===== src/sv/rbc_pkg.sv =====
`timescale 1ns / 1ps

package rbc_pkg;

    localparam int FUNC_W    = 2;
    localparam int SEC_W     = 32;
    localparam int USEC_W    = 20;
    localparam int BYTES_W   = 32;
    localparam int VERDICT_W = 2;

    localparam int CFG_IDX_W  = 3;
    localparam int CFG_DATA_W = 32;

    localparam int WINDOW_W   = 16;
    localparam int INIT_W     = 24;
    localparam int MAX_WAIT_W = 25;
    localparam int WAIT_W     = 26;
    localparam int FAIL_W     = 16;

    // Event codes
    localparam logic [FUNC_W-1:0] FUNC_START      = 2'd0;
    localparam logic [FUNC_W-1:0] FUNC_STOP       = 2'd1;
    localparam logic [FUNC_W-1:0] FUNC_RESTART    = 2'd2;
    localparam logic [FUNC_W-1:0] FUNC_RESCHEDULE = 2'd3;

    // Verdict codes
    localparam logic [VERDICT_W-1:0] V_STOP    = 2'd0;
    localparam logic [VERDICT_W-1:0] V_SUCCESS = 2'd1;
    localparam logic [VERDICT_W-1:0] V_WAIT    = 2'd2;
    localparam logic [VERDICT_W-1:0] V_RESTART = 2'd3;

    // Configuration register indexes
    localparam logic [CFG_IDX_W-1:0] REG_SUCCESS_BYTES = 3'd0;
    localparam logic [CFG_IDX_W-1:0] REG_CHECK_WINDOW  = 3'd1;
    localparam logic [CFG_IDX_W-1:0] REG_GIVE_UP       = 3'd2;
    localparam logic [CFG_IDX_W-1:0] REG_INITIAL_WAIT  = 3'd3;
    localparam logic [CFG_IDX_W-1:0] REG_MAX_WAIT      = 3'd4;

    // Register reset values
    localparam logic [BYTES_W-1:0]    RST_SUCCESS_BYTES = 32'd131072;
    localparam logic [WINDOW_W-1:0]   RST_CHECK_WINDOW  = 16'd15;
    localparam logic [WINDOW_W-1:0]   RST_GIVE_UP       = 16'd60;
    localparam logic [INIT_W-1:0]     RST_INITIAL_WAIT  = 24'd100000;
    localparam logic [MAX_WAIT_W-1:0] RST_MAX_WAIT      = 25'd10000000;

    localparam int USEC_PER_SEC = 1000000;

    // A second difference above this always exceeds any backoff that fits
    // the wait register, even with the worst microsecond difference.
    localparam logic [SEC_W-1:0] SEC_NEAR_MAX = 32'd68;

    localparam logic [FAIL_W-1:0] FAIL_MAX = '1;

endpackage


===== src/sv/rbc_if.sv =====
`timescale 1ns / 1ps

interface rbc_in_if;
    logic                          valid;
    logic                          ready;
    logic [rbc_pkg::FUNC_W-1:0]    func;
    logic [rbc_pkg::SEC_W-1:0]     now_sec;
    logic [rbc_pkg::USEC_W-1:0]    now_usec;
    logic [rbc_pkg::BYTES_W-1:0]   sent_bytes;
    logic                          allow_reschedule;

    modport source (output valid, func, now_sec, now_usec, sent_bytes,
                    allow_reschedule, input ready);
    modport sink   (input valid, func, now_sec, now_usec, sent_bytes,
                    allow_reschedule, output ready);
endinterface

interface rbc_out_if;
    logic                           valid;
    logic                           ready;
    logic [rbc_pkg::VERDICT_W-1:0]  verdict;

    modport source (output valid, verdict, input ready);
    modport sink   (input valid, verdict, output ready);
endinterface


===== src/sv/retry_backoff_controller.sv =====
`timescale 1ns / 1ps

// Retry controller with capped exponential backoff. Every event item passes
// through an input register and the compare and update logic into the state
// and the result register, so one item is taken per clock unless a check
// waits on a stalled result register. A check's verdict is presented from
// the result register once its item leaves the input register. Start and
// stop events produce no result item; restart and reschedule checks produce
// exactly one. Times are compared with wrapping 32-bit second arithmetic.
// The input side accepts while a verdict waits, until a check also waits.
// Configuration registers may be written only while no item is in flight.
module retry_backoff_controller (
    input  logic                             i_clk,
    input  logic                             i_rst_n,
    rbc_in_if.sink                           i_in,
    rbc_out_if.source                        o_out,
    input  logic                             i_cfg_we,
    input  logic [rbc_pkg::CFG_IDX_W-1:0]    i_cfg_idx,
    input  logic [rbc_pkg::CFG_DATA_W-1:0]   i_cfg_data
);
    import rbc_pkg::*;

    localparam int ELAPSED_W = 29;

    // Configuration
    logic [BYTES_W-1:0]    r_success_bytes;
    logic [WINDOW_W-1:0]   r_check_window;
    logic [WINDOW_W-1:0]   r_give_up;
    logic [INIT_W-1:0]     r_initial_wait;
    logic [MAX_WAIT_W-1:0] r_max_wait;

    // Input register
    logic                  r_in_valid;
    logic [FUNC_W-1:0]     r_func;
    logic [SEC_W-1:0]      r_now_sec;
    logic [USEC_W-1:0]     r_now_usec;
    logic [BYTES_W-1:0]    r_sent_bytes;
    logic                  r_allow;

    // Controller state
    logic                  r_resched_en;
    logic [SEC_W-1:0]      r_start_sec;
    logic [USEC_W-1:0]     r_start_usec;
    logic [SEC_W-1:0]      r_first_retry_sec;
    logic [WAIT_W-1:0]     r_wait_us;
    logic [FAIL_W-1:0]     r_fail_cnt;

    // Result register
    logic                  r_out_valid;
    logic [VERDICT_W-1:0]  r_verdict;

    logic                  has_result;
    logic                  out_free;
    logic                  s1_go;
    logic                  in_take;

    logic [SEC_W-1:0]              d_start;
    logic [SEC_W-1:0]              d_first;
    logic                          in_window;
    logic                          give_up_passed;
    logic                          far_neg;
    logic                          far_pos;
    logic signed [ELAPSED_W-1:0]   sec_part;
    logic signed [USEC_W:0]        usec_part;
    logic signed [ELAPSED_W-1:0]   elapsed;
    logic                          before_wait;
    logic [WAIT_W-1:0]             doubled;
    logic [WAIT_W-1:0]             capped;

    logic                  n_resched_en;
    logic [SEC_W-1:0]      n_start_sec;
    logic [USEC_W-1:0]     n_start_usec;
    logic [SEC_W-1:0]      n_first_retry_sec;
    logic [WAIT_W-1:0]     n_wait_us;
    logic [FAIL_W-1:0]     n_fail_cnt;
    logic [VERDICT_W-1:0]  n_verdict;

    assign has_result = (r_func == FUNC_RESTART) || (r_func == FUNC_RESCHEDULE);
    assign out_free   = !r_out_valid || o_out.ready;
    assign s1_go      = r_in_valid && (!has_result || out_free);
    assign i_in.ready = !r_in_valid || s1_go;
    assign in_take    = i_in.valid && i_in.ready;

    assign o_out.valid   = r_out_valid;
    assign o_out.verdict = r_verdict;

    assign d_start = r_now_sec - r_start_sec;
    assign d_first = r_now_sec - r_first_retry_sec;

    assign in_window      = $signed(d_start) <= $signed({16'd0, r_check_window});
    assign give_up_passed = $signed(d_first) > $signed({16'd0, r_give_up});

    // Only second differences from -1 to SEC_NEAR_MAX need the exact
    // microsecond sum; outside that span the outcome is already known.
    assign far_neg   = d_start[SEC_W-1] && (d_start != '1);
    assign far_pos   = !d_start[SEC_W-1] && (d_start > SEC_NEAR_MAX);
    assign sec_part  = ELAPSED_W'($signed(d_start[7:0])) *
                       $signed(ELAPSED_W'(USEC_PER_SEC));
    assign usec_part = $signed({1'b0, r_now_usec}) - $signed({1'b0, r_start_usec});
    assign elapsed   = sec_part + ELAPSED_W'(usec_part);
    assign before_wait = far_neg ||
        (!far_pos && (elapsed < $signed({3'b000, r_wait_us})));

    assign doubled = {r_wait_us[WAIT_W-2:0], 1'b0};
    assign capped  = (doubled > {1'b0, r_max_wait}) ? {1'b0, r_max_wait} : doubled;

    always_comb begin
        n_resched_en      = r_resched_en;
        n_start_sec       = r_start_sec;
        n_start_usec      = r_start_usec;
        n_first_retry_sec = r_first_retry_sec;
        n_wait_us         = r_wait_us;
        n_fail_cnt        = r_fail_cnt;
        n_verdict         = V_STOP;
        unique case (r_func)
            FUNC_START: begin
                n_start_sec  = r_now_sec;
                n_start_usec = r_now_usec;
            end
            FUNC_STOP: begin
                n_resched_en = r_allow;
            end
            FUNC_RESTART: begin
                if (!r_resched_en) begin
                    n_verdict = V_STOP;
                end else if (r_sent_bytes > r_success_bytes) begin
                    n_wait_us  = WAIT_W'(r_initial_wait);
                    n_fail_cnt = '0;
                    n_verdict  = V_SUCCESS;
                end else if (in_window) begin
                    n_verdict = V_WAIT;
                end else begin
                    if (r_fail_cnt != FAIL_MAX) begin
                        n_fail_cnt = r_fail_cnt + FAIL_W'(1);
                    end
                    // The first failure marks when retrying began.
                    if (r_fail_cnt == '0) begin
                        n_first_retry_sec = r_start_sec;
                    end
                    n_verdict = V_RESTART;
                end
            end
            FUNC_RESCHEDULE: begin
                if (before_wait) begin
                    n_verdict = V_WAIT;
                end else begin
                    n_wait_us = capped;
                    if (give_up_passed && (r_fail_cnt != '0)) begin
                        n_verdict = V_STOP;
                    end else begin
                        n_verdict = V_RESTART;
                    end
                end
            end
            default: begin
                n_verdict = V_STOP;
            end
        endcase
    end

    always_ff @(posedge i_clk) begin
        if (!i_rst_n) begin
            r_success_bytes <= RST_SUCCESS_BYTES;
            r_check_window  <= RST_CHECK_WINDOW;
            r_give_up       <= RST_GIVE_UP;
            r_initial_wait  <= RST_INITIAL_WAIT;
            r_max_wait      <= RST_MAX_WAIT;
        end else if (i_cfg_we) begin
            case (i_cfg_idx)
                REG_SUCCESS_BYTES: r_success_bytes <= i_cfg_data[BYTES_W-1:0];
                REG_CHECK_WINDOW:  r_check_window  <= i_cfg_data[WINDOW_W-1:0];
                REG_GIVE_UP:       r_give_up       <= i_cfg_data[WINDOW_W-1:0];
                REG_INITIAL_WAIT:  r_initial_wait  <= i_cfg_data[INIT_W-1:0];
                REG_MAX_WAIT:      r_max_wait      <= i_cfg_data[MAX_WAIT_W-1:0];
                default: begin
                end
            endcase
        end
    end

    always_ff @(posedge i_clk) begin
        if (!i_rst_n) begin
            r_in_valid <= 1'b0;
        end else if (in_take) begin
            r_in_valid <= 1'b1;
        end else if (s1_go) begin
            r_in_valid <= 1'b0;
        end
    end

    always_ff @(posedge i_clk) begin
        if (in_take) begin
            r_func       <= i_in.func;
            r_now_sec    <= i_in.now_sec;
            r_now_usec   <= i_in.now_usec;
            r_sent_bytes <= i_in.sent_bytes;
            r_allow      <= i_in.allow_reschedule;
        end
    end

    always_ff @(posedge i_clk) begin
        if (!i_rst_n) begin
            r_resched_en      <= 1'b1;
            r_start_sec       <= '0;
            r_start_usec      <= '0;
            r_first_retry_sec <= '0;
            r_wait_us         <= WAIT_W'(RST_INITIAL_WAIT);
            r_fail_cnt        <= '0;
        end else if (s1_go) begin
            r_resched_en      <= n_resched_en;
            r_start_sec       <= n_start_sec;
            r_start_usec      <= n_start_usec;
            r_first_retry_sec <= n_first_retry_sec;
            r_wait_us         <= n_wait_us;
            r_fail_cnt        <= n_fail_cnt;
        end
    end

    always_ff @(posedge i_clk) begin
        if (!i_rst_n) begin
            r_out_valid <= 1'b0;
        end else if (s1_go && has_result) begin
            r_out_valid <= 1'b1;
        end else if (o_out.ready) begin
            r_out_valid <= 1'b0;
        end
    end

    always_ff @(posedge i_clk) begin
        if (s1_go && has_result) begin
            r_verdict <= n_verdict;
        end
    end

    // A check that leaves the input register always lands a verdict.
    a_check_lands: assert property (@(posedge i_clk) disable iff (!i_rst_n)
        (s1_go && has_result) |=> r_out_valid)
        else $error("check item left the input register without a verdict");

    // The failure count only steps up by one or clears.
    a_fail_step: assert property (@(posedge i_clk) disable iff (!i_rst_n)
        ($past(i_rst_n) && (r_fail_cnt != $past(r_fail_cnt))) |->
        ((r_fail_cnt == $past(r_fail_cnt) + FAIL_W'(1)) || (r_fail_cnt == '0)))
        else $error("failure count moved other than by one or to zero");

    // A doubled backoff never exceeds the cap.
    a_wait_capped: assert property (@(posedge i_clk) disable iff (!i_rst_n)
        (s1_go && (r_func == FUNC_RESCHEDULE) && !before_wait) |=>
        (r_wait_us <= {1'b0, r_max_wait}))
        else $error("backoff wait above its cap");

    // A restart check while rescheduling is off reports stop.
    a_disabled_stop: assert property (@(posedge i_clk) disable iff (!i_rst_n)
        (s1_go && (r_func == FUNC_RESTART) && !r_resched_en) |=>
        (r_verdict == V_STOP))
        else $error("disabled restart check did not report stop");

    // A pending verdict is never overwritten before it is taken.
    a_no_overwrite: assert property (@(posedge i_clk) disable iff (!i_rst_n)
        (r_out_valid && !o_out.ready) |-> !(s1_go && has_result))
        else $error("verdict overwritten while stalled");

endmodule

===== src/flat_wrapper.sv =====
// flat-port wrapper written by rule: the top's interface ports become plain ports
module retry_backoff_controller_flat import rbc_pkg::*;
  (i_clk, i_rst_n, i_cfg_we, i_cfg_idx, i_cfg_data, i_in_valid, i_in_func, i_in_now_sec, i_in_now_usec, i_in_sent_bytes, i_in_allow_reschedule, i_in_ready, o_out_valid, o_out_verdict, o_out_ready);
  rbc_in_if i_in_i ();
  rbc_out_if o_out_i ();
  input  logic i_clk;
  input  logic i_rst_n;
  input  logic i_cfg_we;
  input  logic [rbc_pkg::CFG_IDX_W-1:0] i_cfg_idx;
  input  logic [rbc_pkg::CFG_DATA_W-1:0] i_cfg_data;
  input wire logic [$bits(i_in_i.valid)-1:0] i_in_valid;
  input wire logic [$bits(i_in_i.func)-1:0] i_in_func;
  input wire logic [$bits(i_in_i.now_sec)-1:0] i_in_now_sec;
  input wire logic [$bits(i_in_i.now_usec)-1:0] i_in_now_usec;
  input wire logic [$bits(i_in_i.sent_bytes)-1:0] i_in_sent_bytes;
  input wire logic [$bits(i_in_i.allow_reschedule)-1:0] i_in_allow_reschedule;
  output wire logic [$bits(i_in_i.ready)-1:0] i_in_ready;
  output wire logic [$bits(o_out_i.valid)-1:0] o_out_valid;
  output wire logic [$bits(o_out_i.verdict)-1:0] o_out_verdict;
  input wire logic [$bits(o_out_i.ready)-1:0] o_out_ready;
  assign i_in_i.valid = i_in_valid;
  assign i_in_i.func = i_in_func;
  assign i_in_i.now_sec = i_in_now_sec;
  assign i_in_i.now_usec = i_in_now_usec;
  assign i_in_i.sent_bytes = i_in_sent_bytes;
  assign i_in_i.allow_reschedule = i_in_allow_reschedule;
  assign i_in_ready = i_in_i.ready;
  assign o_out_valid = o_out_i.valid;
  assign o_out_verdict = o_out_i.verdict;
  assign o_out_i.ready = o_out_ready;
  retry_backoff_controller u_core (.i_clk(i_clk), .i_rst_n(i_rst_n), .i_in(i_in_i), .o_out(o_out_i), .i_cfg_we(i_cfg_we), .i_cfg_idx(i_cfg_idx), .i_cfg_data(i_cfg_data));
endmodule

===== config.mk =====
export PLATFORM = sky130hd
export DESIGN_NAME = retry_backoff_controller_flat
export DESIGN_NICKNAME = d
export VERILOG_FILES = /design/src/sv/rbc_pkg.sv /design/src/sv/rbc_if.sv /design/src/sv/retry_backoff_controller.sv /design/src/flat_wrapper.sv
export SDC_FILE = /design/constraint.sdc
export NUM_CORES = 1
export LEC_CHECK = 0
export ABC_AREA = 1
export BUFFER_PORTS_ARGS = -buffer_cell sky130_fd_sc_hd__buf_2
export CAP_MARGIN = 20
export CORE_ASPECT_RATIO = 0.75
export CORE_UTILIZATION = 40
export CTS_CLUSTER_SIZE = 25
export DETAILED_ROUTE_END_ITERATION = 8
export GPL_TIMING_DRIVEN = 1
export PLACE_DENSITY_LB_ADDON = 0.3
export SETUP_SLACK_MARGIN = 0.05
export SYNTH_ARGS = -nofsm -noshare
export SYNTH_HDL_FRONTEND = slang
export SYNTH_SLANG_ARGS = --single-unit

===== constraint.sdc =====
create_clock -name i_clk -period 11.6 [get_ports i_clk]
set_clock_uncertainty 0.05 [all_clocks]
set_input_delay 1.16 -clock i_clk [delete_from_list [all_inputs] [get_ports i_clk]]
set_output_delay 1.16 -clock i_clk [all_outputs]
set_load 0.005 [all_outputs]

After elaboration in Yosys (flattened, before gate mapping). Index checks and enable logic that the tools add are counted.

Logic and storage cells: 99. Output and inout port bits: 4. Register bits after elaboration: 331. Input port bits: 127.

Magnitude comparators: 6. Mux-type cells: 18. Multiply operators: 1. Equal/unequal tests: 13. Bitwise gates (word level): 2. Reduce and logical (&&, ||, !) cells: 35. $add $sub $neg: 5.

Operators by type and width (count): 26-bit 2-to-1 mux (4); 32-bit subtractor (2); 26-bit one-hot mux with 2 select lines (1); 16-bit 2-to-1 mux (3); 32-bit by 17-bit greater-than comparator with 1-bit output (1); 32-bit greater-than comparator (1); 32-bit by 7-bit greater-than comparator with 1-bit output, second input constant (1); 32-bit by 17-bit less-or-equal comparator with 1-bit output (1); 32-bit != test, second input constant (1); 29-bit by 21-bit adder with 29-bit output (1); 29-bit by 27-bit less-than comparator with 1-bit output (1); 26-bit by 25-bit greater-than comparator with 1-bit output (1); 8-bit by 15-bit multiplier with 23-bit output, second input constant (1); 20-bit by 20-bit subtractor with 21-bit output (1); 16-bit by 1-bit adder with 16-bit output, second input constant (1); 16-bit logical NOT (1); 16-bit != test, second input constant (1); 16-bit nonzero test (1); 2-bit AND reduction (7); 5-bit AND reduction (2); 2-bit 2-to-1 mux (4); 2-bit nonzero test (4); 1-bit logical AND (7); 3-bit by 2-bit equality test with 1-bit output, second input constant (2); 14 further kinds (30).

Longest topological paths before layout.
Depth in word-level cells: 8. Gate-level depth with buffers: 48. Gate-level depth less buffers: 47.

Worst setup path before layout. OpenSTA, ideal clock, no wires.

Path kind: register -> register. From: register u_core.r_now_sec[0]. To: register u_core.r_verdict[1], in the netlist u_core.o_out.verdict[1] (data pin). Data arrival time: 6909 ps. Data required time: 11289 ps. Period minus slack after synthesis: 7219 ps. Stages on the path, launching flop included: 37. Library setup time: 261 ps. Path buffers: 1. Setup slack: 4381 ps. Cells stage by stage: edfxtp_1 > inv_1 > ha_1 > fa_1 > xnor2_1 > inv_1 > fa_1 > fa_1 > inv_1 > fa_1 > inv_1 > fa_1 > inv_1 > ha_1 > a21oi_1 > nand2_1 > a21oi_1 > o21bai_1 > xor2_1 > ha_1 > nand2_1 > nor2_1 > inv_1 > nor2_1 > nor2_1 > xnor2_1 > ha_1 > inv_1 > nor3_1 > a211oi_1 > nand2_1 > nand2_1 > a21oi_1 > nand2_1 > nand3_4 > buf_2 > nand3_1.

Cells in the longest elaborated chain, start to end: 8. Elaborated cells between the ends (all ways): 18. Classes of those cells: 3 x add/sub; 1 x mul; 3 x order compare; 1 x eq/ne; 3 x mux; 7 x reduce/logical.

Ends and longest elaborated chain: from (decl) (line retry_backoff_controller.sv:35) `logic [SEC_W-1:0] r_now_sec;`; from (signal assigned) (line retry_backoff_controller.sv:194) `r_now_sec <= i_in.now_sec;`; 32-bit subtractor (line retry_backoff_controller.sv:87) `assign d_start = r_now_sec - r_start_sec;`; 8-bit by 15-bit multiplier with 23-bit output (tied with other cells) (line retry_backoff_controller.sv:97) `assign sec_part = ELAPSED_W'($signed(d_start[7:0])) *`; 29-bit by 21-bit adder with 29-bit output or 1-bit logical AND (tied branches) (line retry_backoff_controller.sv:100, retry_backoff_controller.sv:96); 29-bit by 27-bit less-than comparator with 1-bit output or 1-bit logical NOT (tied branches) (line retry_backoff_controller.sv:102) `(!far_pos && (elapsed < $signed({3'b000, r_wait_us})));`; 1-bit logical AND (line retry_backoff_controller.sv:102); 1-bit logical OR (line retry_backoff_controller.sv:101) `assign before_wait = far_neg ||`; 2-bit 2-to-1 mux * (line retry_backoff_controller.sv:144) `if (before_wait) begin`; 2-bit one-hot mux with 2 select lines * (line retry_backoff_controller.sv:115) `unique case (r_func)`; named net u_core.n_verdict[1] (line retry_backoff_controller.sv:76) `logic [VERDICT_W-1:0] n_verdict;`; to (signal assigned) (line retry_backoff_controller.sv:231) `r_verdict <= n_verdict;`; to (decl) (line retry_backoff_controller.sv:50) `logic [VERDICT_W-1:0] r_verdict;`.

The timed path passes the listed nets; every way through them passes the cells marked *. A chain may end at the register's enable or synchronous reset.

Worst setup path in the final report.
From: register u_core.r_now_sec[2]. To: register u_core.r_wait_us[25].

Cells in the longest elaborated chain, start to end: 8. Elaborated cells between the ends (all ways): 14. Classes of those cells: 2 x add/sub; 1 x mul; 2 x order compare; 2 x eq/ne; 7 x reduce/logical.

Ends and longest elaborated chain: 32-bit subtractor * (line retry_backoff_controller.sv:87); 8-bit by 15-bit multiplier with 23-bit output (tied with other cells) (line retry_backoff_controller.sv:97); 29-bit by 21-bit adder with 29-bit output or 1-bit logical AND (tied branches) (line retry_backoff_controller.sv:100, retry_backoff_controller.sv:96); 29-bit by 27-bit less-than comparator with 1-bit output or 1-bit logical NOT (tied branches) (line retry_backoff_controller.sv:102); 1-bit logical AND (line retry_backoff_controller.sv:102); 1-bit logical OR * (line retry_backoff_controller.sv:101); 2-bit != test (no line) *; 5-bit AND reduction (no line) *; to (signal assigned) (line retry_backoff_controller.sv:207) `r_wait_us <= WAIT_W'(RST_INITIAL_WAIT);`; to (signal assigned) (line retry_backoff_controller.sv:214) `r_wait_us <= n_wait_us;`; to (decl) (line retry_backoff_controller.sv:45) `logic [WAIT_W-1:0] r_wait_us;`.

Every way passes the cells marked *; elsewhere a longest branch is shown, timed or not.

==> impl_metrics.csv <==
group,metric,value,unit
detailed_routing,vias,21944,
worst_setup_path,slowest_stage,"xor2_1",
finish,fill_cells,6183,
finish,mostFrequentLayoutCell,"nand2_1",
die,core-area,59300,um2
clock_tree,clk_pin_slew,0.06,ns
detailed_routing,wl,68500,um
clock_tree,clkLatencyLatePin,0.60,ns
yosys,avgSynthCellArea,7.03,um2
worst_setup_path,cp.depth,39,
worst_setup_path,worstPathRequired,12.07,ns
grt,antenna_found_initial,1,
detailed_routing,drc,0,
worst_setup_path,cp-start-kind,"flip-flop",
power,peakVddDrop,0.000345,V
finish,final_cell_mix,"nand2_1, inv_1, nor2_1, a21oi_1, ha_1",
timing,maxSlewHeadroom,27.7,%
clock_tree,cts_buffers,39,
place,dp_hpwl,53400,um
timing,finalSetupViolCount,0,
timing,max_slew.worst_pin.slew,1.08,ns
min_path,min_path_cells,2,
yosys,ys_top_cells_by_area,"dfxtp_1, ha_1, nand2_1, edfxtp_1, inv_1",
yosys,synth_top_area_cell,"dfxtp_1",
clock_tree,cts_tree,"done",
yosys,synth_edf_count,89,
yosys,yosys_most_used_dff,"dfxtp_1",
detailed_routing,dr.pass1.iters,5,
place,numPortBuffers,130,
finish,final_area,26800,um2
die,die_w,286,um
timing,fin_crit_sh,72.0,%
die,die_h,215,um
power,leakage,12.9,nW
clock_tree,h-tree-depth,2,
yosys,seq_area_frac_synth,31.2,%
timing,finalMaxSlewViolations,0,
worst_setup_path,crit_path_end_kind,"flip-flop",
clock_tree,clkSinkCount,331,
worst_setup_path,worstPathMaxFanout,46,
yosys,synth-seq-cells,331,
worst_setup_path,reg2regPathDepth,39,
finish,final_util,45.3,%
worst_setup_path,max_stage_delay,0.62,ns
timing,layout_min_cycle_time,8.35,ns
timing,fmax,0.120,GHz
detailed_routing,viasPerCell,5.05,
timing,rsz0062_at_grt,"false",
grt,gr-total-overflow,0,
grt,grt_usage,22.2,%
min_path,min_path_type,"reg -> reg",
clock_tree,clockRootBuffer,"clkbuf_16",
die,ios,131,
timing,finalHoldViolCount,0,
timing,whs,0.399,ns
die,dieArea,61300,um2
finish,syn_to_final_growth,11.3,%
yosys,netlist_instances,3430,
worst_setup_path,cpMostUsedCell,"nand2_1",
job,cap_viol_max_count,0,
clock_tree,post-cts-setup-buffer-count,0,
yosys,ys_async_sr_fraction,0,%
detailed_routing,wire_per_inst,15.8,um
clock_tree,cts_resized,0,
finish,drive_gt1_share,6.89,%
detailed_routing,postRouteAntennaNets,0,
place,place_congestion,0.929,
grt,grt_pass1_vias,19658,
yosys,yosys.area.top_type_share,20.1,%
die,rows,77,
yosys,synth.cell_area,24100,um2
power,power.density,243,nW/um2
outcome,status,"finished clean",
clock_tree,holdBufCountCts,0,
die,initial_core_util,40.7,%
grt,grt_max_degree,168,
yosys,yosys.cell_types.count,51,
worst_setup_path,crit_type,"reg -> reg",
worst_setup_path,path_delay_family,"adder cells",
clock_tree,clk_path_buf_depth,3,
detailed_routing,drt-initial-drc-count,1797,
worst_setup_path,cp.buffers_inverters,7,
finish,nets,3953,
yosys,yosysWarningCount,0,
yosys,synth_nets,3856,
grt,grt_pass1_wl,108000,um
worst_setup_path,worstPathArrival,8.82,ns
timing,finalSetupTns,0,ns
place,dpl_cell_area,25500,um2
final cells by class:
type | count | area, um2 | area share, %
well taps | 790 | 988 | 3.68
diodes | 1 | 2.50 | 0.00933
clock inverters | 26 | 314 | 1.17
clock buffers | 46 | 1020 | 3.81
flip-flops and latches | 331 | 7520 | 28.0
repair buffers | 141 | 752 | 2.80
inverters | 573 | 2150 | 8.02
multi-input cells | 2441 | 14100 | 52.5
sequential cells by signal, summed over array words and instances, names as in the netlist, 24 cells and up:
register                  flops
u_core.r_now_sec             32
u_core.r_start_sec           32
u_core.r_success_bytes       32
u_core.r_max_wait            25
u_core.r_wait_us             26
u_core.r_first_retry_sec     32
u_core.r_sent_bytes          32
u_core.r_initial_wait        24
worst reg2reg max path, delay by kind of cell, from the launching register on:
family,cells,cell delay (ns)
adders and majority gates,8,3.54
buffers and inverters,7,0.56
and+or+nand+nor,16,2.07
DFF,1,0.42
xor gates and xnor gates,3,0.96
AOI/OAI and AO/OA,5,0.67
metrics by stage:
stage / total power [mW] / setup WS [ns] / cells
final: 6.52 / 3.25 / 4349
after global routing: 7.21 / 2.57 / 4349
after CTS: 6.51 / 3.29 / 4348
after detailed placement: 5.18 / 3.32 / 4276
after global placement: 5.18 / 3.51 / 4276
after floorplan: 4.32 / 4.38 / 3430
cell usage after synthesis (all sizes together) (23+ instances only):
master  count
a21oi     319
clkbuf     70
dfxtp     242
edfxtp     89
fa         23
ha        276
inv       571
nand2     796
nand3     179
nand4      43
nor2      326
nor3       31
o21ai     219
xnor2      29
xor2       69
worst paths after layout:
path | start | endpoint | slack (ns)
worst max register to register | u_core.r_now_sec[2]$_DFFE_PP_ | u_core.r_wait_us[25]$_SDFFE_PN0P_ | 3.25
worst min register to register | u_core.r_wait_us[25]$_SDFFE_PN0P_ | u_core.r_wait_us[25]$_SDFFE_PN0P_ | 0.40
worst max-delay path | u_core.r_now_sec[2]$_DFFE_PP_ | u_core.r_wait_us[25]$_SDFFE_PN0P_ | 3.25
worst min-delay path | u_core.r_wait_us[25]$_SDFFE_PN0P_ | u_core.r_wait_us[25]$_SDFFE_PN0P_ | 0.40
where the power goes:
group          leakage, nW  switching (mW)  total (mW)  internal (mW)
Sequential            2.84          0.0366        1.28           1.24
Clock                0.657           0.544        1.28          0.736
Combinational         9.38            2.43        3.96           1.53
Total                 12.9            3.01        6.52           3.51
cell families (layout without fill, tap and decap cells):
family	after synthesis	count (layout)	synth area share, %
other	0	1	0
XOR/XNOR	98	98	3.56
AND/OR/NAND/NOR	1414	1414	24.5
adder cells (fa/ha/maj)	299	299	16.2
flip-flops	331	331	31.2
buffers and inverters	658	786	10.5
AO/OA/AOI/OAI	630	630	14.0
layer usage:
| metal | vias up | track usage, % | part of all wire [%] |
|---|---|---|---|
| met2 | 587 | 29.9 | 38 |
| met4 | 0 | 5.19 | 1.8 |
| met1 | 9946 | 35.3 | 53 |
| met5 | - | 0 | 0 |
| li1 | 11340 | - | - |
| met3 | 71 | 4.33 | 7.5 |
(Power assumes the default switching activity.)
